$ cat config.mk
export PLATFORM = sky130hd
export DESIGN_NAME = keystroke_line_editor
export DESIGN_NICKNAME = d
export VERILOG_FILES = /design/src/rtl/core/lne_pkg.sv /design/src/rtl/core/lne_cell.sv /design/src/rtl/core/lne_stack.sv /design/src/rtl/core/keystroke_line_editor.sv
export SDC_FILE = /design/constraint.sdc
export NUM_CORES = 2
export LEC_CHECK = 0
export BUFFER_PORTS_ARGS = -buffer_cell sky130_fd_sc_hd__buf_2
export CORE_MARGIN = 1.5
export CORE_UTILIZATION = 50
export DETAILED_ROUTE_END_ITERATION = 10
export HOLD_SLACK_MARGIN = 0.12
export PLACE_DENSITY_LB_ADDON = 0.1
export SYNTH_ARGS = -nofsm -noshare
export SYNTH_HDL_FRONTEND = slang
export SYNTH_SLANG_ARGS = --single-unit
$ cat constraint.sdc
create_clock -name clk -period 15.33 [get_ports clk]
set_input_delay 2.2995 -clock clk [delete_from_list [all_inputs] [get_ports clk]]
set_output_delay 2.2995 -clock clk [all_outputs]
set_load 0.02 [all_outputs]
$ cat src/rtl/core/lne_pkg.sv
// Package for the keystroke line editor: line capacity, key codes,
// count width, stack control struct and controller state type.
// No dependencies.
`default_nettype none

package lne_pkg;

  localparam int LINE_CAPACITY = 64;
  localparam int CNT_W         = $clog2(LINE_CAPACITY + 1);

  localparam logic [7:0] KEY_LEFT    = 8'd60;
  localparam logic [7:0] KEY_RIGHT   = 8'd62;
  localparam logic [7:0] KEY_DELETE  = 8'd45;
  localparam logic [7:0] KEY_NEWLINE = 8'd10;

  // push: every cell takes its lower neighbor, cell 0 takes push data
  // pop:  every cell takes its upper neighbor
  typedef struct packed {
    logic push;
    logic pop;
  } stack_op_t;

  typedef enum logic [2:0] {
    ST_EDIT = 3'b001,
    ST_MOVE = 3'b010,
    ST_EMIT = 3'b100
  } state_t;

endpackage

`default_nettype wire

$ cat src/rtl/core/lne_cell.sv
// One character cell of a stack chain.
// Depends on lne_pkg for the stack control struct.
`default_nettype none

module lne_cell (
  input  wire               clk,
  input  lne_pkg::stack_op_t op,
  input  wire  [7:0]        from_below,
  input  wire  [7:0]        from_above,
  output logic [7:0]        data
);
  import lne_pkg::*;

  always_ff @(posedge clk) begin
    if (op.push) begin
      data <= from_below;
    end else if (op.pop) begin
      data <= from_above;
    end
  end

endmodule

`default_nettype wire

$ cat src/rtl/core/lne_stack.sv
// Stack built as a row of lne_cell; the top of stack is always cell 0.
// Depends on lne_pkg and lne_cell.
`default_nettype none

module lne_stack (
  input  wire               clk,
  input  lne_pkg::stack_op_t op,
  input  wire  [7:0]        push_data,
  output logic [7:0]        top_data
);
  import lne_pkg::*;

  logic [7:0] cell_q [LINE_CAPACITY];

  for (genvar i = 0; i < LINE_CAPACITY; i++) begin : g_cell
    logic [7:0] below;
    logic [7:0] above;

    if (i == 0) begin : g_first
      assign below = push_data;
    end else begin : g_inner_b
      assign below = cell_q[i-1];
    end

    // nothing above the last cell; a pop leaves it as don't-care
    if (i == LINE_CAPACITY - 1) begin : g_last
      assign above = 8'h00;
    end else begin : g_inner_a
      assign above = cell_q[i+1];
    end

    lne_cell u_cell (
      .clk        (clk),
      .op         (op),
      .from_below (below),
      .from_above (above),
      .data       (cell_q[i])
    );
  end

  assign top_data = cell_q[0];

endmodule

`default_nettype wire

$ cat src/rtl/core/keystroke_line_editor.sv
// Top level of the keystroke line editor: two cell-chain stacks and the
// edit/drain controller. Depends on lne_pkg and lne_stack.
`default_nettype none

// Usage: a key request is taken at a clock edge with start high and busy
// low. Cursor moves, deletes and inserts leave busy low, so keys may
// arrive every cycle. A newline on an empty line gives its single result
// in the next cycle and leaves busy low. A newline on a non-empty line
// holds busy high while the line is shifted and drained. The left chain
// first shifts into the right chain one character per cycle, starting in
// the newline cycle itself. The right chain then shifts out one character
// per cycle. Each character is shown for one cycle with out_valid high, in
// the cycle after its shift, so the last result shows in the cycle after
// busy falls. Results cannot be stalled; the receiver must take one on
// every cycle that out_valid is high. last_of_line marks the final result.
module keystroke_line_editor (
  input  wire        clk,
  input  wire        rst,
  input  wire        start,
  output logic       busy,
  input  wire  [7:0] key_byte,
  output logic       out_valid,
  output logic [7:0] out_char,
  output logic       line_empty,
  output logic       last_of_line,
  output logic       overflowed
);
  import lne_pkg::*;

  localparam logic [CNT_W-1:0] CAP = CNT_W'(LINE_CAPACITY);
  localparam logic [CNT_W-1:0] ONE = CNT_W'(1);

  state_t           state;
  logic [CNT_W-1:0] left_count;
  logic [CNT_W-1:0] right_count;
  logic             overflow_seen;

  stack_op_t  left_op, right_op;
  logic [7:0] left_push, left_top, right_top;
  logic [CNT_W-1:0] total;
  logic       accept;

  assign busy   = (state != ST_EDIT);
  assign accept = start && !busy;
  assign total  = left_count + right_count;

  always_comb begin
    left_op   = '0;
    right_op  = '0;
    left_push = key_byte;
    if (state == ST_MOVE) begin
      left_op.pop   = 1'b1;
      right_op.push = 1'b1;
    end else if (state == ST_EMIT) begin
      right_op.pop = 1'b1;
    end else if (accept) begin
      case (key_byte)
        KEY_NEWLINE: begin
          if (left_count != '0) begin
            left_op.pop   = 1'b1;
            right_op.push = 1'b1;
          end
        end
        KEY_LEFT: begin
          if (left_count != '0 && right_count < CAP) begin
            left_op.pop   = 1'b1;
            right_op.push = 1'b1;
          end
        end
        KEY_RIGHT: begin
          if (right_count != '0 && left_count < CAP) begin
            right_op.pop  = 1'b1;
            left_op.push  = 1'b1;
            left_push     = right_top;
          end
        end
        KEY_DELETE: begin
          if (left_count != '0) begin
            left_op.pop = 1'b1;
          end
        end
        default: begin
          if (total < CAP) begin
            left_op.push = 1'b1;
          end
        end
      endcase
    end
  end

  lne_stack u_left (
    .clk       (clk),
    .op        (left_op),
    .push_data (left_push),
    .top_data  (left_top)
  );

  lne_stack u_right (
    .clk       (clk),
    .op        (right_op),
    .push_data (left_top),
    .top_data  (right_top)
  );

  // counters and control
  always_ff @(posedge clk) begin
    if (rst) begin
      state         <= ST_EDIT;
      left_count    <= '0;
      right_count   <= '0;
      overflow_seen <= 1'b0;
      out_valid     <= 1'b0;
    end else begin
      out_valid <= 1'b0;
      if (left_op.push) left_count <= left_count + ONE;
      if (left_op.pop)  left_count <= left_count - ONE;
      if (right_op.push && !right_op.pop) right_count <= right_count + ONE;
      if (right_op.pop && !right_op.push) right_count <= right_count - ONE;

      case (state)
        ST_EDIT: begin
          if (accept) begin
            case (key_byte)
              KEY_NEWLINE: begin
                if (total == '0) begin
                  out_valid     <= 1'b1;
                  overflow_seen <= 1'b0;
                end else if (left_count != '0) begin
                  state <= (left_count == ONE) ? ST_EMIT : ST_MOVE;
                end else begin
                  state <= ST_EMIT;
                end
              end
              KEY_LEFT, KEY_RIGHT, KEY_DELETE: begin
              end
              default: begin
                if (total >= CAP) overflow_seen <= 1'b1;
              end
            endcase
          end
        end
        ST_MOVE: begin
          if (left_count == ONE) state <= ST_EMIT;
        end
        ST_EMIT: begin
          out_valid <= 1'b1;
          if (right_count == ONE) begin
            state         <= ST_EDIT;
            overflow_seen <= 1'b0;
          end
        end
        default: state <= ST_EDIT;
      endcase
    end
  end

  // result payload
  always_ff @(posedge clk) begin
    if (state == ST_EMIT) begin
      out_char     <= right_top;
      line_empty   <= 1'b0;
      last_of_line <= (right_count == ONE);
      overflowed   <= overflow_seen;
    end else begin
      out_char     <= 8'h00;
      line_empty   <= 1'b1;
      last_of_line <= 1'b1;
      overflowed   <= overflow_seen;
    end
  end

`ifndef SYNTH
  a_fill_bound: assert property (@(posedge clk) disable iff (rst)
    ({1'b0, left_count} + {1'b0, right_count}) <= {1'b0, CAP})
    else $error("line holds more characters than its capacity");

  a_move_nonempty: assert property (@(posedge clk) disable iff (rst)
    (state == ST_MOVE) |-> (left_count != '0))
    else $error("left chain shift with empty left stack");

  a_emit_left_clear: assert property (@(posedge clk) disable iff (rst)
    (state == ST_EMIT) |-> (left_count == '0 && right_count != '0))
    else $error("drain entered with left stack not empty");

  a_last_clears: assert property (@(posedge clk) disable iff (rst)
    (out_valid && last_of_line) |-> (left_count == '0 && right_count == '0
      && state == ST_EDIT))
    else $error("line end left characters behind");

  a_empty_is_last: assert property (@(posedge clk) disable iff (rst)
    (out_valid && line_empty) |-> (last_of_line && out_char == 8'h00))
    else $error("empty line result malformed");
`endif

endmodule

`default_nettype wire

## Yosys cells after proc, flatten, opt, wreduce, memory -nomap -nowiden

Cells that the tools add are included.

- Bits in registers: 1054
- Input bits: 11
- Output and inout bits: 13
- Logic and storage cells: 485

- Add/sub/neg operators: 5
- $lt $le $gt $ge: 4
- Eq/ne operators: 18
- Multiplexer cells: 301
- Reduce and logical (&&, ||, !) cells: 20

Operator list:

| kind | count |
|---|---|
| $mux 8 | 261 |
| $mux 7 | 4 |
| $eq 8x6->1 const B | 3 |
| $lt 7x7->1 const B | 3 |
| $mux 3 | 7 |
| $mux 1 | 19 |
| $add 7x1->7 const B | 2 |
| $eq 7x1->1 const B | 2 |
| $reduce_bool 7->1 | 2 |
| $sub 7x1->7 const B | 2 |
| $pmux 1 s2 | 6 |
| $pmux 3 s3 | 1 |
| $eq 8x4->1 const B | 1 |
| $reduce_bool 2->1 | 4 |
| $add 7x7->7 | 1 |
| $ge 7x7->1 const B | 1 |
| $logic_not 7->1 | 1 |
| $mux 2 | 3 |
| $ne 2x1->1 const B | 3 |
| $ne 2x2->1 const B | 3 |
| $reduce_and 6->1 | 1 |
| $reduce_or 3->1 | 2 |
| $logic_and 1x1->1 | 5 |
| $reduce_and 5->1 | 1 |
| 8 further kinds | 10 |

## Longest topological paths before layout

- Depth after elaboration: 11
- Mapped depth: 15

## Modules after synthesis

A second synthesis with hierarchy kept.

- Cell total of the unflattened synthesis: 2550
- Area total of the unflattened synthesis: 50384.6 µm²

Modules (own cells, without submodules):

| module | times used | cells an instance | area each (µm²) | sequential area each (µm²) |
|---|---|---|---|---|
| lne_cell | 128 | 18 | 377.9 | 240.2 |
| keystroke_line_editor | 1 | 244 | 2010.7 | 600.6 |
| lne_stack | 2 | 1 | 3.8 | 0.0 |

## Worst setup path after synthesis

No wires, ideal clock.

- Path type: in2reg
- Start point: input port key_byte[6]
- End point: register u_left.g_cell[0].u_cell.data[0], enable pin
- Library setup time: 3.689 ns
- Arrival: 12.085 ns
- Setup slack: -0.443 ns
- Stages on the path: 9
- Cells stage by stage: or3b_1 > buf_2 > or3_1 > o31a_1 > o211ai_2 > and2b_1 > buf_2 > buf_2 > nand2_1

- Cells in the longest elaborated chain, start to end: 7

Ends and longest elaborated chain:

| item | line | RTL |
|---|---|---|
| start: declaration | keystroke_line_editor.sv:21 | `input wire [7:0] key_byte,` |
| $eq 8x6->1 / $eq 8x4->1 (equally long branches) | keystroke_line_editor.sv:57 | `case (key_byte)` |
| $reduce_or 3->1 (no source line) / $reduce_or 2->1 (equally long branches) | - |  |
| $pmux 1 s2 | keystroke_line_editor.sv:57 |  |
| $mux 2 * | keystroke_line_editor.sv:56 | `end else if (accept) begin` |
| $mux 2 * | keystroke_line_editor.sv:54 | `end else if (state == ST_EMIT) begin` |
| $mux 1 | keystroke_line_editor.sv:51 | `if (state == ST_MOVE) begin` |
| $reduce_bool 2->1 (no source line) * | - |  |
| end signal: assignment | lne_cell.sv:16 | `data <= from_below;` |
| end signal: assignment | lne_cell.sv:18 | `data <= from_above;` |
| end: declaration | lne_cell.sv:10 | `output logic [7:0] data` |

Every way passes the cells marked *; elsewhere a longest branch is shown, timed or not.
A chain may end at the register's enable or synchronous reset.

## Worst setup path in the final report

- Start point: input port start
- End point: register u_right.g_cell[7].u_cell.data[3], data pin

- Cells in the longest elaborated chain, start to end: 5

Ends and longest elaborated chain:

| item | line | RTL |
|---|---|---|
| start: declaration | keystroke_line_editor.sv:19 | `input wire start,` |
| $logic_and 1x1->1 | keystroke_line_editor.sv:44 | `assign accept = start && !busy;` |
| $mux 2 | keystroke_line_editor.sv:56 |  |
| $mux 1 | keystroke_line_editor.sv:54 |  |
| $mux 1 | keystroke_line_editor.sv:51 |  |
| $mux 8 | lne_cell.sv:15 | `if (op.push) begin` |
| end signal: assignment | lne_cell.sv:16 |  |
| end signal: assignment | lne_cell.sv:18 |  |
| end: declaration | lne_cell.sv:10 |  |

No other way between the ends.

==> run metrics <==
number of placement rows 110; growth of design area from synthesis to finish 9.83%; post-CTS setup buffer count 0; relative max-transition margin 16.2%; critical path arrival 7.36 ns; mean routed wirelength per cell 15.1 microns; Post-Route Utilization 55.3%; net count after synthesis 3494; count of flip-flops with a built-in enable after synthesis 1024; outcome complete, no violations; hold buffers post-CTS 0; Synth Instances 3468; Max rail drop VDD 0.104 mV; via density per instance 5.20; register bit count reported by yosys 1054; Iteration-0 DRC Markers 1971; RSZ-0062 raised after global routing no; count of instances resized after the clock tree is built 0; total global routing overflow 0; standby leakage power 0.0184 uW; kind of cell with the highest combined delay on the critical path buffers and inverters; async set or reset register ratio after synthesis 0%; Worst Max-Slew Pin Slew 1.26 ns; maximum number of pins on one net before global-route repair 272; Routed Wire Length 71.1 mm; Via Count 24.5k; core area 89700 sq um; worst clock skew 0.0298 ns; global-route wire length before repair 122 mm; number of buffers created by CTS 111; Worst Slack Setup Final 8.39 ns; fmax 144 MHz; DIE HEIGHT 304 microns; Top Ports 24; register area share after synthesis 69.4%; dominant synthesized flop cell sky130_fd_sc_hd__edfxtp_1; detailed-route DRC error count 0; Initial Utilization 50.4%; average cell area after synthesis 13.0 sq um; chain of cells forming the critical path buf_2, nand4bb_1, a31oi_1, a31oi_1, a21boi_4, buf_4, buf_4, buf_4, buf_4, mux2_2; Total Nets Final 3476; CTS tree done; Total Die Area 92200 sq um; data required time of the worst path 15.75 ns; detailed placement HPWL 40.5 mm; most frequent cell on the critical path sky130_fd_sc_hd__buf_4; buffer and inverter count on the worst path 5; Distinct cells, synth 63; category of the worst setup path capture point register; clock-pin slew of the registers on the worst-case setup and hold paths 0.06 ns; H-Tree Depth 3; Period Utilization, post-route 45.3%; number of global-route vias before repair 24.4k; endpoints failing hold 0; antenna-violating nets left 0; Total Routing Usage GR 15.5%; highest-delay cell along the critical path sky130_fd_sc_hd__buf_4; Cell Pwr Density 126 nW/um^2; fraction of final layout cells with drive strength greater than 1 17.4%; clock sink total 1054; antenna violations before repair 1; buffer depth of the longest clock path 3; post-synthesis instance area 45200 sq um; n_diodes 0; insertion delay of the later-clocked pin in the worst-skew pair 0.68 ns; final number of max-transition violations 0; post-place setup slack 7.78 ns; Final Critical Period 6.94 ns; Critical Path Start Type input pin; Largest stage delay, worst path 0.94 ns; CTS root buffer sky130_fd_sc_hd__clkbuf_16; first-pass iteration count of the detailed router 5; maximum net fanout on the critical path 88; Chip Width 304 microns; worst hold path type reg2reg; total number of yosys warnings 0; total power 6240 uW; input/output buffers 23; sum of negative setup slack 0 ns; placer's final routability congestion estimate 0.813; critical setup path kind in2reg; Min Hold Slack 0.484 ns; max-cap viol count 0; Final setup violation count 0
## kinds of logic after synthesis
logic type	Yosys count	synth area share, %
buf+inv	187	2.25
simple gates	1626	14.0
xor+xnor	9	0.174
mux	513	12.8
fa+ha+maj	15	0.432
compound gates	64	0.966
flops	1054	69.4
## registers in the layout, indices dropped and copies added, names as in the netlist
register / flops
overflow_seen: 1
out_valid: 1
overflowed: 1
left_count: 7
last_of_line: 1
u_left.g_cell.u_cell.data: 512
right_count: 7
state: 3
u_right.g_cell.u_cell.data: 512
line_empty: 1
out_char: 8
## per-layer routing
layer / up-vias / track usage (%) / part of all wire (%) / wire length [microns]
met3: 123 / 2.94 / 3.5 / 2510
met5: - / 0 / 0.018 / 13
met2: 317 / 24.5 / 47 / 33300
met4: 2 / 4.77 / 2.4 / 1700
li1: 12100 / - / - / -
met1: 12000 / 21.9 / 47 / 33500
## path summary, 6_finish.rpt
check	endpoint	depth (start not counted)	startpoint	slack [ns]
max	u_right.g_cell[7].u_cell.data[3]	10	start	8.39
min	overflowed	0	overflow_seen	0.48
max reg2reg	u_right.g_cell[7].u_cell.data[3]	10	left_count[1]	9.24
min reg2reg	overflowed	0	overflow_seen	0.48
## worst reg2reg max path, stage by stage, from the launching register on
cell and delay (ns):
sky130_fd_sc_hd__dfxtp_1 0.43, sky130_fd_sc_hd__inv_1 0.26, sky130_fd_sc_hd__ha_1 0.32, sky130_fd_sc_hd__a31oi_1 0.21, sky130_fd_sc_hd__a31oi_1 0.38, sky130_fd_sc_hd__a21boi_4 0.26
sky130_fd_sc_hd__buf_4 0.63, sky130_fd_sc_hd__buf_4 0.92, sky130_fd_sc_hd__buf_4 0.95, sky130_fd_sc_hd__buf_4 1.00, sky130_fd_sc_hd__mux2_2 0.47
## per-stage QoR
step / instance area (sq um) / instances
detailed placement: 46100 / 4513
global route: 49600 / 4713
global placement: 46100 / 4513
finish: 49600 / 4713
CTS: 49600 / 4713
floorplan: 45200 / 3468
## Yosys cell counts (3+ instances only)
| cell | n | area [sq um] |
|---|---|---|
| sky130_fd_sc_hd__a211oi_1 | 6 | 45.0 |
| sky130_fd_sc_hd__a21oi_1 | 13 | 65.1 |
| sky130_fd_sc_hd__a31oi_1 | 3 | 18.8 |
| sky130_fd_sc_hd__and2_1 | 13 | 81.3 |
| sky130_fd_sc_hd__and3_1 | 10 | 62.6 |
| sky130_fd_sc_hd__buf_1 | 3 | 11.3 |
| sky130_fd_sc_hd__buf_2 | 112 | 561 |
| sky130_fd_sc_hd__buf_4 | 32 | 240 |
| sky130_fd_sc_hd__buf_6 | 7 | 78.8 |
| sky130_fd_sc_hd__clkbuf_1 | 21 | 78.8 |
| sky130_fd_sc_hd__dfxtp_1 | 30 | 601 |
| sky130_fd_sc_hd__edfxtp_1 | 1024 | 30700 |
| sky130_fd_sc_hd__ha_1 | 14 | 175 |
| sky130_fd_sc_hd__inv_1 | 12 | 45.0 |
| sky130_fd_sc_hd__mux2_1 | 104 | 1170 |
| sky130_fd_sc_hd__mux2_2 | 404 | 4550 |
| sky130_fd_sc_hd__mux2i_1 | 5 | 50.1 |
| sky130_fd_sc_hd__nand2_1 | 1512 | 5680 |
| sky130_fd_sc_hd__nand2b_1 | 4 | 25.0 |
| sky130_fd_sc_hd__nand4_1 | 5 | 31.3 |
| sky130_fd_sc_hd__nor2_1 | 32 | 120 |
| sky130_fd_sc_hd__nor2b_1 | 13 | 81.3 |
| sky130_fd_sc_hd__nor3_1 | 7 | 35.0 |
| sky130_fd_sc_hd__nor3b_1 | 3 | 22.5 |
| sky130_fd_sc_hd__nor4b_1 | 5 | 43.8 |
| sky130_fd_sc_hd__o21a_1 | 3 | 22.5 |
| sky130_fd_sc_hd__o21ai_0 | 16 | 80.1 |
| sky130_fd_sc_hd__o31a_1 | 3 | 26.3 |
| sky130_fd_sc_hd__or3_1 | 4 | 25.0 |
| sky130_fd_sc_hd__xnor2_1 | 5 | 43.8 |
| sky130_fd_sc_hd__xor2_1 | 4 | 35.0 |
## power breakdown
| group | leakage, uW | total, uW | internal, uW | switching, uW |
|---|---|---|---|---|
| logic | 0.00712 | 239 | 74.8 | 165 |
| clock network | 0.00173 | 2640 | 1550 | 1090 |
| registers | 0.00952 | 3360 | 3300 | 64.1 |
| total | 0.0184 | 6240 | 4920 | 1320 |
## layout by cell type (no fill, tap or decap), types with 11 or more instances in the layout
cell type                      n
sky130_fd_sc_hd__bufinv_16    13
sky130_fd_sc_hd__clkinv_2     16
sky130_fd_sc_hd__nor2_1       32
sky130_fd_sc_hd__and2_1       13
sky130_fd_sc_hd__nor2b_1      13
sky130_fd_sc_hd__buf_2        23
sky130_fd_sc_hd__edfxtp_1   1024
sky130_fd_sc_hd__ha_1         14
sky130_fd_sc_hd__o21ai_0      16
sky130_fd_sc_hd__dfxtp_1      30
sky130_fd_sc_hd__clkinv_1     23
sky130_fd_sc_hd__buf_4        17
sky130_fd_sc_hd__mux2_1      104
sky130_fd_sc_hd__mux2_2      404
sky130_fd_sc_hd__inv_1        11
sky130_fd_sc_hd__clkbuf_16   111
sky130_fd_sc_hd__clkbuf_1     23
sky130_fd_sc_hd__a21oi_1      13
sky130_fd_sc_hd__nand2_1    1510
## layout make-up
| cell class | count | area (sq um) |
|---|---|---|
| fill | 7303 | 40100 |
| sequential | 1054 | 31400 |
| multi-input combinational | 2227 | 12900 |
| clock buffer | 134 | 2860 |
| tap | 1176 | 1470 |
| clock inverter | 66 | 711 |
| timing repair buffer | 44 | 323 |
| inverter | 12 | 52.6 |
Power figures use the tool's default switching activity.
